### config.mk
export PLATFORM = sky130hd
export DESIGN_NAME = repf_ram
export DESIGN_NICKNAME = d
export VERILOG_FILES = /design/src/rtl/core/repf_ram.sv
export SDC_FILE = /design/constraint.sdc
export NUM_CORES = 1
export LEC_CHECK = 0
export ABC_AREA = 1
export BUFFER_PORTS_ARGS = -buffer_cell sky130_fd_sc_hd__buf_2
export CAP_MARGIN = 20
export CORE_UTILIZATION = 35
export DETAILED_ROUTE_END_ITERATION = 8
export MAX_ROUTING_LAYER = met4
export PLACE_DENSITY = 0.59
export SLEW_MARGIN = 20
export SYNTH_ARGS = -nofsm -noshare
export SYNTH_HDL_FRONTEND = slang
export SYNTH_SLANG_ARGS = --single-unit
### constraint.sdc
create_clock -name clk -period 1.5 [get_ports clk]
set_clock_uncertainty 0.1 [all_clocks]
set_input_delay 0.075 -clock clk [delete_from_list [all_inputs] [get_ports clk]]
set_output_delay 0.075 -clock clk [all_outputs]
set_load 0.02 [all_outputs]
### src/rtl/core/repf_ram.sv
// Generic simple dual-port RAM with registered read.
module repf_ram #(
    parameter int WIDTH = 8,
    parameter int DEPTH = 16
) (
    input  logic                     clk,
    input  logic                     we,
    input  logic [$clog2(DEPTH)-1:0] waddr,
    input  logic [WIDTH-1:0]         wdata,
    input  logic                     re,
    input  logic [$clog2(DEPTH)-1:0] raddr,
    output logic [WIDTH-1:0]         rdata
);

    logic [WIDTH-1:0] mem [DEPTH];

    always_ff @(posedge clk)
    begin
        if (we)
        begin
            mem[waddr] <= wdata;
        end
        if (re)
        begin
            rdata <= mem[raddr];
        end
    end

endmodule

==> implementation parameters <==
Parameter                              Value

Synthesis
  Synth Area in Adders ... 0
  Compound-Gate Fraction of Synth Area ... 0
  Syn avg cell area ... 10.6 sq um
  Simple-gate share of the synthesized area ... 0.208
  Combinational family with the most area after synthesis ... simple AND/OR/NAND/NOR gates
  Synth unique cells ... 11
  Number of instances in the synthesized netlist ... 551
  Parity-gate share of the synthesized area counting xor and xnor cells ... 0
  Mapped Nets ... 570
  Sequential fraction of the synthesis area ... 0.698
  Post-Synthesis Cell Area ... 5850 sq um
  Warnings from Yosys ... 0
  Multiplexer share of the synthesized area ... 0
  Register bit count reported by yosys ... 136

Routing
  Total Routed Length ... 13600 um
  Number of routed nets with antenna violations ... 0
  Vias per inst ... 4.67
  Detailed-route wire length per cell ... 16.4 um
  Number of DRC markers in iteration 0 ... 349
  DRC errors left ... 0
  Initial DRT Pass Iterations ... 5
  Number of vias in the routed layout ... 3880

Finish
  Post-Route Utilization ... 0.427
  Fraction of layout cells with a size suffix above 1 ... 0.124
  Count of inserted antenna diode cells ... 0
  Final std cell area, no fill ... 6880 sq um
  Nets ... 620
  Relative area change from synthesis to final layout ... 17.7%

Die
  # IOs ... 27
  Core area ... 16100 sq um
  Site row count ... 46
  Die area ... 17200 sq um
  Die extent in x ... 131 um
  Initial Util ... 0.363
  Die Span Y ... 131 um

CTS
  Number of buffers on the longest clock path ... 2
  Count of cells resized by post-cts repair ... 0
  Buffer type at the clock tree root ... clkbuf_16
  Inserted Clock Buffers ... 17
  Clock transition at the registers of the reported paths ... 60 ps
  Insertion delay of the later-clocked pin in the worst-skew pair ... 420 ps
  CTS tree ... yes
  CTS sink count ... 136
  H-tree levels ... 4

Run status
  Run status ... finished, final reports clean

Place
  Sum of net half-perimeters after detailed placement ... 8530 um
  Post-place instance area ... 6310 sq um
  Gp weighted congestion ... 0.834
  Count of buffers inserted at the top-level ports ... 26

Global routing
  Overall fraction of global-route tracks in use ... 0.172
  Grt total ovfl ... 0
  Global-route wire length before repair ... 21500 um
  Antenna violations before repair ... 0
  Maximum number of pins on one net before global-route repair ... 65
  Vias in the first global route ... 3791

STA
  Fin crit period ... 1280 ps
  Share of the clock period used by the worst path ... 0.855
  Final count of pins violating max slew ... 0
  Slew at the pin closest to its max-slew limit ... 639 ps
  Highest clock frequency the design can meet ... 780 MHz
  Setup-violating endpoint count in the final report ... 0
  Slew headroom ... 0.574
  Final Hold Violating Endpoints ... 0
  Setup tns final ... 0 ps
  RSZ-0062 raised after global routing ... no

Worst setup path
  Critical Path RT ... 1560 ps
  Setup Crit Path Kind ... flip-flop to flip-flop
  Arrival time of data at the critical path endpoint ... 1350 ps
  Element type at the critical path end ... flip-flop
  Critical path fanouts, max ... 1
  Startpoint types ... flip-flop

Min path
  Classification of the worst-slack hold path ... primary input to flip-flop

Power
  Power density cells ... 1250 nW/um^2
  Leakage power summed over all cells ... 0.00295 uW
  Max rail drop VDD ... 0.000833 V
  Post-route total power ... 8590 uW

Run
  Maximum capacitance violations ... 0
cell families after synthesis:
logic type | after synthesis
buffers and inverters | 126
flip-flops | 136
AND/OR/NAND/NOR | 289
per-layer routing:
| layer | vias to the layer above | track usage | share of wire | wire length, um |
|---|---|---|---|---|
| met5 | - | - | 0 | 0 |
| met4 | 0 | 0.0769 | 0.028 | 377 |
| met3 | 24 | 0.0394 | 0.047 | 635 |
| met2 | 120 | 0.251 | 0.46 | 6290 |
| met1 | 1852 | 0.230 | 0.46 | 6310 |
| li1 | 1884 | - | - | - |
power by group:
part | internal, uW | switching (uW) | total [uW]
clock network | 2230 | 1470 | 3710
logic | 172 | 397 | 569
registers | 4280 | 26.8 | 4310
total | 6690 | 1900 | 8590
critical path: stages, from the launching register on:
cell and delay (ps):
edfxtp_1 350, inv_1 60, nand2_1 50, nand3_1 100, nand3_1 110, nand3_1 180
nand2_1 80
layout by cell type, fill, tap and decap left out:
cell           Yosys  routed
buf_2             13      26
nand2_1          173     173
clkinv_1           0       5
nand3b_1           2       2
buf_12             0       4
edfxtp_1         136     136
buf_4              4      20
clkbuf_1           0       3
nand3_1           97      97
inv_1            100     100
inv_2              2       2
nor2_1            17      17
clkinvlp_4         0       1
clkbuf_16          0      17
clkinv_4           0       1
bufinv_16          0       1
dlygate4sd3_1      0       5
clkinv_2           0       4
metrics by stage:
step	setup WS (ps)	hold WS [ps]	instances
3_3_place_gp	48.2	371	793
2_1_floorplan	374	73.9	551
3_5_place_dp	27.9	368	793
6_report	217	2.67	830
4_1_cts	231	2.67	830
5_1_grt	153	7.34	830
repair_timing:
| action | 4_1_cts | 5_1_grt |
|---|---|---|
| hold endpoints to repair | 66 | 0 |
| setup endpoints to repair | 0 | 0 |
| setup buffers | 0 | 0 |
| hold buffers | 5 | 0 |
sequential cells by signal, summed over array words and instances, names as in the netlist:
register and cells:
mem 128, rdata 8
area by class of cell:
| class | count | area (sq um) |
|---|---|---|
| fill | 1545 | 9230 |
| clock inverter | 12 | 85.1 |
| multi-input combinational | 289 | 1210 |
| clock buffer | 20 | 437 |
| inverter | 102 | 383 |
| sequential | 136 | 4080 |
| tap | 216 | 270 |
| timing repair buffer | 55 | 410 |
cell usage after synthesis:
cell type  number  area share
buf_2          13       0.011
nand3b_1        2      0.0026
nand3_1        97       0.083
nand2_1       173        0.11
buf_4           4      0.0051
buf_1           1     0.00064
buf_6           6       0.012
edfxtp_1      136        0.70
nor2_1         17       0.011
inv_1         100       0.064
inv_2           2      0.0013
path summary, 6_finish.rpt:
path	slack (ps)	startpoint	to	cells past startpoint
min	3	wdata[2]	mem[4][2]	1
max	220	mem[7][4]	rdata[4]	6
min reg2reg	670	mem[11][3]	rdata[3]	6
max reg2reg	220	mem[7][4]	rdata[4]	6
Note: power is estimated with default switching activity, not from simulation.
